`src/hdl/slbc_pkg.sv`:
```
// shared constants, types and the stage hand-off record of the skin line breath counter
package slbc_pkg;

   localparam int MAX_COLS = 2048;
   localparam int MAX_ROWS = 1024;

   localparam int COL_W    = $clog2(MAX_COLS);
   localparam int FILL_W   = COL_W + 1;
   localparam int ROW_W    = 10;
   localparam int RUN_W    = 11;
   localparam int THR_W    = 10;
   localparam int EDGE_W   = 16;
   localparam int BREATH_W = 15;
   localparam int CMP_W    = (COL_W > RUN_W) ? COL_W : RUN_W;

   localparam int ROW_LIMIT_I = (MAX_ROWS - 1 > 1023) ? 1023 : MAX_ROWS - 1;
   localparam logic [ROW_W-1:0] ROW_LIMIT = ROW_W'(ROW_LIMIT_I);
   localparam logic [COL_W-1:0] COL_LAST  = COL_W'(MAX_COLS - 1);

   localparam logic [RUN_W-1:0] RUN_LENGTH_RESET      = RUN_W'(120);
   localparam logic [THR_W-1:0] SWING_THRESHOLD_RESET = THR_W'(5);
   localparam logic [ROW_W-1:0] PREV_ROW_RESET        = ROW_W'(87);

   typedef enum logic [1:0] {
      MOTION_UP   = 2'd0,
      MOTION_DOWN = 2'd1,
      MOTION_HOLD = 2'd2,
      MOTION_NONE = 2'd3
   } motion_type;

   typedef enum logic {
      CSR_RUN_LENGTH      = 1'b0,
      CSR_SWING_THRESHOLD = 1'b1
   } csr_index_type;

   // one pixel after the line buffer read
   typedef struct packed {
      logic             valid;
      logic             skin;
      logic             eof;
      logic             above;
      logic [ROW_W-1:0] row;
   } scan_beat_type;

endpackage

```
`src/hdl/slbc_scan.sv`:
```
// pixel scan stage: run, column and row counters plus the line buffer of run marks
module slbc_scan (
   input  logic                               clock,
   input  logic                               reset,
   input  logic                               accept,
   input  logic                               skin,
   input  logic                               eol,
   input  logic                               eof,
   input  logic [slbc_pkg::RUN_W-1:0]          run_length,
   input  logic                               hold,
   output slbc_pkg::scan_beat_type             beat
);

   logic [slbc_pkg::RUN_W-1:0]  run_ff, run_in, run_inc, need;
   logic [slbc_pkg::COL_W-1:0]  col_ff, col_in;
   logic [slbc_pkg::ROW_W-1:0]  row_ff, row_in;
   logic [slbc_pkg::FILL_W-1:0] fill_ff, fill_in;
   logic                        line_end, mark, written;

   logic                        valid_ff, valid_in;
   logic                        skin_ff, eof_ff, written_ff, mem_q_ff;
   logic [slbc_pkg::ROW_W-1:0]  beat_row_ff;

   logic                        mem [slbc_pkg::MAX_COLS];

   assign line_end = eol | eof;
   assign need     = (run_length == '0) ? slbc_pkg::RUN_W'(1) : run_length;
   assign run_inc  = skin ? ((run_ff != '1) ? run_ff + 1'b1 : run_ff) : '0;
   assign mark     = skin & ~line_end
                   & (slbc_pkg::CMP_W'(col_ff) > slbc_pkg::CMP_W'(need))
                   & (run_inc >= need);
   // columns below the fill count were written earlier in this frame
   assign written  = slbc_pkg::FILL_W'(col_ff) < fill_ff;

   always_comb begin
      run_in   = run_ff;
      col_in   = col_ff;
      row_in   = row_ff;
      fill_in  = fill_ff;
      valid_in = hold ? valid_ff : 1'b0;
      if (accept) begin
         valid_in = 1'b1;
         if (slbc_pkg::FILL_W'(col_ff) >= fill_ff) begin
            fill_in = slbc_pkg::FILL_W'(col_ff) + 1'b1;
         end
         if (line_end) begin
            run_in = '0;
            col_in = '0;
            if (row_ff < slbc_pkg::ROW_LIMIT) begin
               row_in = row_ff + 1'b1;
            end
         end else begin
            run_in = run_inc;
            if (col_ff != slbc_pkg::COL_LAST) begin
               col_in = col_ff + 1'b1;
            end
         end
         if (eof) begin
            row_in  = '0;
            fill_in = '0;
         end
      end
   end

   always_ff @(posedge clock) begin
      if (reset) begin
         run_ff   <= '0;
         col_ff   <= '0;
         row_ff   <= '0;
         fill_ff  <= '0;
         valid_ff <= 1'b0;
      end else begin
         run_ff   <= run_in;
         col_ff   <= col_in;
         row_ff   <= row_in;
         fill_ff  <= fill_in;
         valid_ff <= valid_in;
      end
   end

   // read-first line buffer: old mark out, this pixel's mark in
   always_ff @(posedge clock) begin
      if (accept) begin
         mem_q_ff    <= mem[col_ff];
         mem[col_ff] <= mark;
         skin_ff     <= skin;
         eof_ff      <= eof;
         written_ff  <= written;
         beat_row_ff <= row_ff;
      end
   end

   assign beat.valid = valid_ff;
   assign beat.skin  = skin_ff;
   assign beat.eof   = eof_ff;
   assign beat.above = mem_q_ff & written_ff;
   assign beat.row   = beat_row_ff;

   a_fill_bound: assert property (@(posedge clock) disable iff (reset)
      fill_ff <= slbc_pkg::FILL_W'(slbc_pkg::MAX_COLS))
      else $error("fill count beyond line buffer depth");

   a_hold_keeps_beat: assert property (@(posedge clock) disable iff (reset)
      hold |-> !accept)
      else $error("pixel taken while scan stage held");

   a_frame_restart: assert property (@(posedge clock) disable iff (reset)
      accept && eof |=> fill_ff == '0 && row_ff == '0 && col_ff == '0)
      else $error("counters not cleared at frame end");

endmodule

```
`src/hdl/slbc_track.sv`:
```
// frame tracking stage: lowest qualifying row, motion, breath edges and result register
module slbc_track (
   input  logic                               clock,
   input  logic                               reset,
   input  slbc_pkg::scan_beat_type             beat,
   input  logic [slbc_pkg::THR_W-1:0]          swing_threshold,
   input  logic                               rsp_ready,
   output logic                               hold,
   output logic                               rsp_valid,
   output logic                               line_found,
   output logic [slbc_pkg::ROW_W-1:0]          line_row,
   output logic [1:0]                         motion,
   output logic [slbc_pkg::BREATH_W-1:0]       breath_count
);

   logic                          hit_ff, going_up_ff, rsp_valid_ff;
   logic [slbc_pkg::ROW_W-1:0]    best_ff, prev_ff, high_ff, low_ff;
   logic [slbc_pkg::EDGE_W-1:0]   edge_ff;

   logic                          take, hit_now, hit_all, up, down, flip, swing_ok;
   logic [slbc_pkg::ROW_W-1:0]    row_sel, high_new, low_new;
   logic [slbc_pkg::EDGE_W-1:0]   edge_new;
   slbc_pkg::motion_type          motion_new;

   logic                          found_ff;
   logic [slbc_pkg::ROW_W-1:0]    row_out_ff;
   slbc_pkg::motion_type          motion_ff;
   logic [slbc_pkg::BREATH_W-1:0] breath_ff;

   // a second frame end must wait while the last result is still unread
   assign hold    = beat.valid & beat.eof & rsp_valid_ff & ~rsp_ready;
   assign take    = beat.valid & ~hold;
   assign hit_now = beat.skin & beat.above & (beat.row != '0);
   assign hit_all = hit_ff | hit_now;
   assign row_sel = hit_now ? beat.row - 1'b1 : best_ff;

   assign high_new = (row_sel > high_ff) ? row_sel : high_ff;
   assign low_new  = (row_sel < low_ff) ? row_sel : low_ff;
   assign up       = prev_ff > row_sel;
   assign down     = prev_ff < row_sel;
   assign flip     = (up & ~going_up_ff) | (down & going_up_ff);
   assign swing_ok = (high_new > low_new)
                   && ((high_new - low_new) > swing_threshold);
   assign edge_new = (flip && swing_ok && edge_ff != '1) ? edge_ff + 1'b1 : edge_ff;

   always_comb begin
      if (!hit_all) begin
         motion_new = slbc_pkg::MOTION_NONE;
      end else if (up) begin
         motion_new = slbc_pkg::MOTION_UP;
      end else if (down) begin
         motion_new = slbc_pkg::MOTION_DOWN;
      end else begin
         motion_new = slbc_pkg::MOTION_HOLD;
      end
   end

   always_ff @(posedge clock) begin
      if (reset) begin
         hit_ff       <= 1'b0;
         best_ff      <= '0;
         prev_ff      <= slbc_pkg::PREV_ROW_RESET;
         going_up_ff  <= 1'b0;
         high_ff      <= '0;
         low_ff       <= '1;
         edge_ff      <= '0;
         rsp_valid_ff <= 1'b0;
      end else begin
         if (rsp_ready) begin
            rsp_valid_ff <= 1'b0;
         end
         if (take) begin
            if (beat.eof) begin
               hit_ff       <= 1'b0;
               best_ff      <= '0;
               rsp_valid_ff <= 1'b1;
               if (hit_all) begin
                  prev_ff <= row_sel;
                  edge_ff <= edge_new;
                  if (flip) begin
                     high_ff     <= '0;
                     low_ff      <= '1;
                     going_up_ff <= ~going_up_ff;
                  end else begin
                     high_ff <= high_new;
                     low_ff  <= low_new;
                  end
               end
            end else if (hit_now) begin
               hit_ff  <= 1'b1;
               best_ff <= row_sel;
            end
         end
      end
   end

   always_ff @(posedge clock) begin
      if (take && beat.eof) begin
         found_ff   <= hit_all;
         row_out_ff <= hit_all ? row_sel : '0;
         motion_ff  <= motion_new;
         breath_ff  <= hit_all ? edge_new[slbc_pkg::EDGE_W-1:1]
                               : edge_ff[slbc_pkg::EDGE_W-1:1];
      end
   end

   assign rsp_valid    = rsp_valid_ff;
   assign line_found   = found_ff;
   assign line_row     = row_out_ff;
   assign motion       = motion_ff;
   assign breath_count = breath_ff;

   a_result_from_frame_end: assert property (@(posedge clock) disable iff (reset)
      $rose(rsp_valid_ff) |-> $past(beat.valid && beat.eof))
      else $error("result raised without a frame end");

   a_no_line_result: assert property (@(posedge clock) disable iff (reset)
      rsp_valid_ff && !found_ff |-> row_out_ff == '0 && motion_ff == slbc_pkg::MOTION_NONE)
      else $error("empty frame result carries a row or motion");

   a_edge_step: assert property (@(posedge clock) disable iff (reset)
      1'b1 |=> edge_ff == $past(edge_ff) || edge_ff == $past(edge_ff) + 1'b1)
      else $error("edge count moved by more than one");

   a_swing_restart: assert property (@(posedge clock) disable iff (reset)
      going_up_ff != $past(going_up_ff) |-> high_ff == '0 && low_ff == '1)
      else $error("swing range not restarted on reversal");

endmodule

```
`src/hdl/skin_line_breath_counter.sv`:
```
// top level of the skin line breath counter: register port, scan stage and tracking stage
//
//  channel  dir  handshake              payload
//  req_     in   req_tvalid/req_tready  tdata[0] pixel_skin, tlast end_of_line,
//                                       tuser end_of_frame
//  rsp_     out  rsp_tvalid/rsp_tready  tdata found, row, motion, breath_count
//  csr_     in   csr_valid/csr_ready    csr_index, csr_data
//
//  one pixel per clock while req_tready is high; a result is registered in the
//  tracking stage from the registered scan beat of the pixel that ends the frame.
//  the line buffer is a single read-first memory port: read and write of a column
//  share one edge, so neighbouring pixels never collide.
//  reset is synchronous; the line buffer needs no clearing, a fill count marks
//  which columns this frame has written.
//  req_tready drops only while one result is unread and another frame end waits.
module skin_line_breath_counter (
   input  logic        clock,
   input  logic        reset,

   input  logic        req_tvalid,
   output logic        req_tready,
   input  logic [7:0]  req_tdata,   // [0] pixel_skin, [7:1] zero
   input  logic        req_tlast,   // end_of_line
   input  logic        req_tuser,   // end_of_frame

   output logic        rsp_tvalid,
   input  logic        rsp_tready,
   output logic [31:0] rsp_tdata,   // [0] line_found, [10:1] line_row, [12:11] motion,
                                    // [27:13] breath_count, [31:28] zero

   input  logic        csr_valid,
   output logic        csr_ready,
   input  logic        csr_index,
   input  logic [10:0] csr_data
);

   logic [slbc_pkg::RUN_W-1:0]    run_length_ff;
   logic [slbc_pkg::THR_W-1:0]    swing_threshold_ff;
   logic                          accept, hold;
   slbc_pkg::scan_beat_type       beat;

   logic                          line_found;
   logic [slbc_pkg::ROW_W-1:0]    line_row;
   logic [1:0]                    motion;
   logic [slbc_pkg::BREATH_W-1:0] breath_count;

   assign csr_ready = 1'b1;

   always_ff @(posedge clock) begin
      if (reset) begin
         run_length_ff      <= slbc_pkg::RUN_LENGTH_RESET;
         swing_threshold_ff <= slbc_pkg::SWING_THRESHOLD_RESET;
      end else if (csr_valid && csr_ready) begin
         unique case (slbc_pkg::csr_index_type'(csr_index))
            slbc_pkg::CSR_RUN_LENGTH: begin
               run_length_ff <= csr_data;
            end
            slbc_pkg::CSR_SWING_THRESHOLD: begin
               swing_threshold_ff <= csr_data[slbc_pkg::THR_W-1:0];
            end
            default: begin
               run_length_ff <= run_length_ff;
            end
         endcase
      end
   end

   assign req_tready = ~hold;
   assign accept     = req_tvalid & req_tready;

   slbc_scan u_scan (
      .clock      (clock),
      .reset      (reset),
      .accept     (accept),
      .skin       (req_tdata[0]),
      .eol        (req_tlast),
      .eof        (req_tuser),
      .run_length (run_length_ff),
      .hold       (hold),
      .beat       (beat)
   );

   slbc_track u_track (
      .clock           (clock),
      .reset           (reset),
      .beat            (beat),
      .swing_threshold (swing_threshold_ff),
      .rsp_ready       (rsp_tready),
      .hold            (hold),
      .rsp_valid       (rsp_tvalid),
      .line_found      (line_found),
      .line_row        (line_row),
      .motion          (motion),
      .breath_count    (breath_count)
   );

   assign rsp_tdata = {4'b0000, breath_count, motion, line_row, line_found};

endmodule

```
`config.mk`:
```
export PLATFORM = sky130hd
export DESIGN_NAME = skin_line_breath_counter
export DESIGN_NICKNAME = d
export VERILOG_FILES = /design/src/hdl/slbc_pkg.sv /design/src/hdl/slbc_scan.sv /design/src/hdl/slbc_track.sv /design/src/hdl/skin_line_breath_counter.sv
export SDC_FILE = /design/constraint.sdc
export NUM_CORES = 2
export LEC_CHECK = 0
export ABC_CLOCK_PERIOD_IN_PS = 96900
export BUFFER_PORTS_ARGS = -buffer_cell sky130_fd_sc_hd__buf_2
export CORE_MARGIN = 2
export CORE_UTILIZATION = 55
export DETAILED_ROUTE_END_ITERATION = 7
export PLACE_DENSITY = 0.69
export SYNTH_ARGS = -nofsm -noshare
export SYNTH_HDL_FRONTEND = slang
export SYNTH_SLANG_ARGS = --single-unit
```
`constraint.sdc`:
```
create_clock -name clock -period 96.9 [get_ports clock]
set_input_delay 4.845 -clock clock [delete_from_list [all_inputs] [get_ports clock]]
set_output_delay 4.845 -clock clock [all_outputs]
set_load 0.02 [all_outputs]
```
==> impl_metrics.json <==
{
  "cts_repair_resize_count": 0,
  "final_antenna_net_count": 0,
  "fraction_of_synthesis_flops_using_an_asynchronous_set_or_reset_pin": 0,
  "clk_pin_slew_worst_paths_ps": 60,
  "rows": 154,
  "max_cap_violations": 0,
  "cp_slowest_cell": "buf_4",
  "ctsHtreeMaxLevel": 4,
  "arrival_ps": 11230,
  "die_width_um": 424,
  "grt_setup_unrepaired": "false",
  "final_hold_slack_ps": 450,
  "drc": 0,
  "cts_made_buffers": 221,
  "die_height_um": 424,
  "synth_area_leaders": "edfxtp_1 65%, mux2i_1 11%, nor2_1 8.4%",
  "max_slew_headroom_at_the_worst_pin": 0.131,
  "outcome": "finished clean",
  "tritoncts": "done",
  "yosysUniqueCellTypes": 71,
  "yosys.area.top_type": "edfxtp_1",
  "clock-skew-final_ps": 24.7,
  "holdBufCountCts": 0,
  "largest_net_degree_at_the_start_of_global_routing": 314,
  "place_hpwl_um": 135000,
  "worst-path-buf-inv": 5,
  "wl_per_instance_um": 28.1,
  "final_period_minus_worst_setup_slack_ps": 10740,
  "gp_congestion": 0.837,
  "initialDrtViolationCount": 9662,
  "vdd.ir_drop.worst_v": 0.0000156,
  "cp_num_cells": 15,
  "rr_startpoint": "u_scan.beat_row_ff[3]",
  "setup_viol_count_final": 0,
  "cp-start-kind": "input port",
  "synth_seq_area_share": 0.674,
  "worstPathMaxFanout": 313,
  "fin_setup_tns_ps": 0,
  "timing_worst_setup_path_type": "input port to flip-flop",
  "final_layout_size_suffix_gt1_frac": 0.0727,
  "ys.flop_type": "edfxtp_1",
  "synth_top_area_share": 0.648,
  "p_leak_nw": 27.6,
  "hold-path-endpoint": "u_scan.fill_ff[5]",
  "postSynthRegisterBits": 2215,
  "end_kind": "flip-flop",
  "required_ps": 97390,
  "timing.critical_path.max_delay_family": "buffers and inverters",
  "antenna_found_initial": 5,
  "post-synth-top-count-cell": "nor2_1",
  "grt_first_pass_wirelength_um": 403000,
  "synth_area_per_cell_sq_um": 12.5,
  "power_density_nw_per_um2": 17.9,
  "tritoncts_num_sinks": 2215,
  "timing.critical_path.cells": "buf_2 -> nor2b_1 -> ha_1 -> nor2b_1 -> o21a_1 -> o21a_1 -> o21a_1 -> o31a_1 -> o21ai_0 -> a21o_1 -> a21oi_4 -> buf_12 -> buf_12 -> buf_4 -> buf_4",
  "netlist_area_sq_um": 96900,
  "yosysWarnings": 0,
  "first_global_vias": 60500,
  "worst-slew-pin-transition_ps": 1300,
  "floorplan.die_area_sq_um": 180000,
  "worst_hold_startpoint": "u_scan.fill_ff[5]",
  "crit_top_cell": "o21a_1",
  "port-buffer-count": 49,
  "synth-edff-count": 2090,
  "min-delay-path-class": "flip-flop to flip-flop",
  "clock_path_buffers": 3,
  "vias": 63800,
  "cts_setup_buffers": 0,
  "timing.reg2reg.setup_slack_ps": 88510,
  "nets": 7584,
  "fill_cells": 13700,
  "ys_top_cells_by_count": "2158 x nor2_1, 2090 x edfxtp_1, 1042 x mux2i_1",
  "crit-reg2reg-capture": "u_track.breath_count[8]",
  "fp.coreArea_sq_um": 176000,
  "cp_slowest_stage_delay_ps": 1040,
  "combined_global_route_utilization_of_all_metal_layers": 0.307,
  "via_per_inst": 6.38,
  "hold_depth": 2,
  "clock_tree.root_cell": "clkbuf_16",
  "clock_insertion_delay_worst_skew_ps": 880,
  "synth_cells": 7758,
  "routed_wl_um": 281000,
  "final_std_cells_w_o_fill": 9993,
  "r2r_cells": 30,
  "synthToLayoutAreaGrowth_pct": 9.19,
  "global_route.overflow_total": 0,
  "min_period_over_period": 0.111,
  "hold_viol": 0,
  "initial_core_util": 0.552,
  "timing.fmax_ghz": 0.0931,
  "numPlacedInstances": 9583,
  "detailedRoute.firstPassIterationCount": 7,
  "boundaryPins": 62,
  "drv_slew": 0
}
[cell usage in the layout (no fill, tap or decap), types with 90 or more instances in the layout]
cell type     n
clkbuf_16   225
edfxtp_1   2090
dfxtp_1     124
ha_1         90
nor2_1     2157
buf_4       124
o22ai_1     512
mux2i_1    1042
nor4_1      143
nand2_1     247
[worst min-delay path, delay by kind of cell (launching register included)]
family / cells / cell delay (ps)
DFF: 1 / 300
and+or+nand+nor: 1 / 50
AOI/OAI and AO/OA: 1 / 50
[cells by family after synthesis]
family                   Yosys count  synth area share
buffers and inverters            779            0.0315
XOR/XNOR                          51           0.00461
other                              2         0.0000775
adder cells (fa/ha/maj)           91            0.0118
AO/OA/AOI/OAI                    780            0.0517
multiplexers                    1052             0.109
AND/OR/NAND/NOR                 2788             0.118
flip-flops                      2215             0.674
[state kept, by name, indices dropped and copies added, names as in the netlist, 11 cells and up]
signal,cells
run_length_ff,11
u_scan.fill_ff,12
u_track.edge_ff,16
u_scan.mem,2048
u_scan.run_ff,11
u_track.breath_count,15
u_scan.col_ff,11
[where the power goes]
| part | switching (mW) | leakage [nW] | internal [mW] |
|---|---|---|---|
| combinational | 0.0226 | 8.67 | 0.0108 |
| sequential | 0.000873 | 15.6 | 1.03 |
| clock | 0.363 | 3.38 | 0.463 |
| total | 0.387 | 27.6 | 1.51 |
[stage by stage]
step                       util  setup WS [ps]  power, mW  cell area [sq um]
final                     0.603          86160       1.89             106000
after detailed placement  0.563          85450       1.09              98900
after floorplan               -          25490       1.07              96900
after CTS                 0.603          86320       1.90             106000
after global placement    0.563          85700       1.09              98900
after global routing      0.603          85630       1.94             106000
[worst max-delay path by stage]
stage | start | to | slack [ps]
5_1_grt | req_tdata[0] | u_scan.mem[562] | 85630
3_3_place_gp | req_tdata[0] | u_scan.mem[561] | 85700
3_5_place_dp | req_tdata[0] | u_scan.mem[561] | 85450
2_1_floorplan | req_tdata[0] | u_scan.mem[0] | 25490
6_report | req_tdata[0] | u_scan.mem[549] | 86160
4_1_cts | req_tdata[0] | u_scan.mem[562] | 86320
[metal layers]
layer	part of all wire	global-route usage
met5	0.00018	0
met2	0.47	0.489
met4	0.040	0.120
met3	0.11	0.0554
met1	0.38	0.421
[layout make-up]
cell class              count  area [sq um]  share of cell area
clock inverters           115           927             0.00876
well taps                2340          2930              0.0277
inverters                  82           308             0.00291
clock buffers             290          5970              0.0565
repair buffers            179          1310              0.0124
flip-flops and latches   2215         65300               0.617
multi-input cells        4767         29100               0.275
diodes                      5          12.5            0.000118
Note: power is estimated with default switching activity, not from simulation.
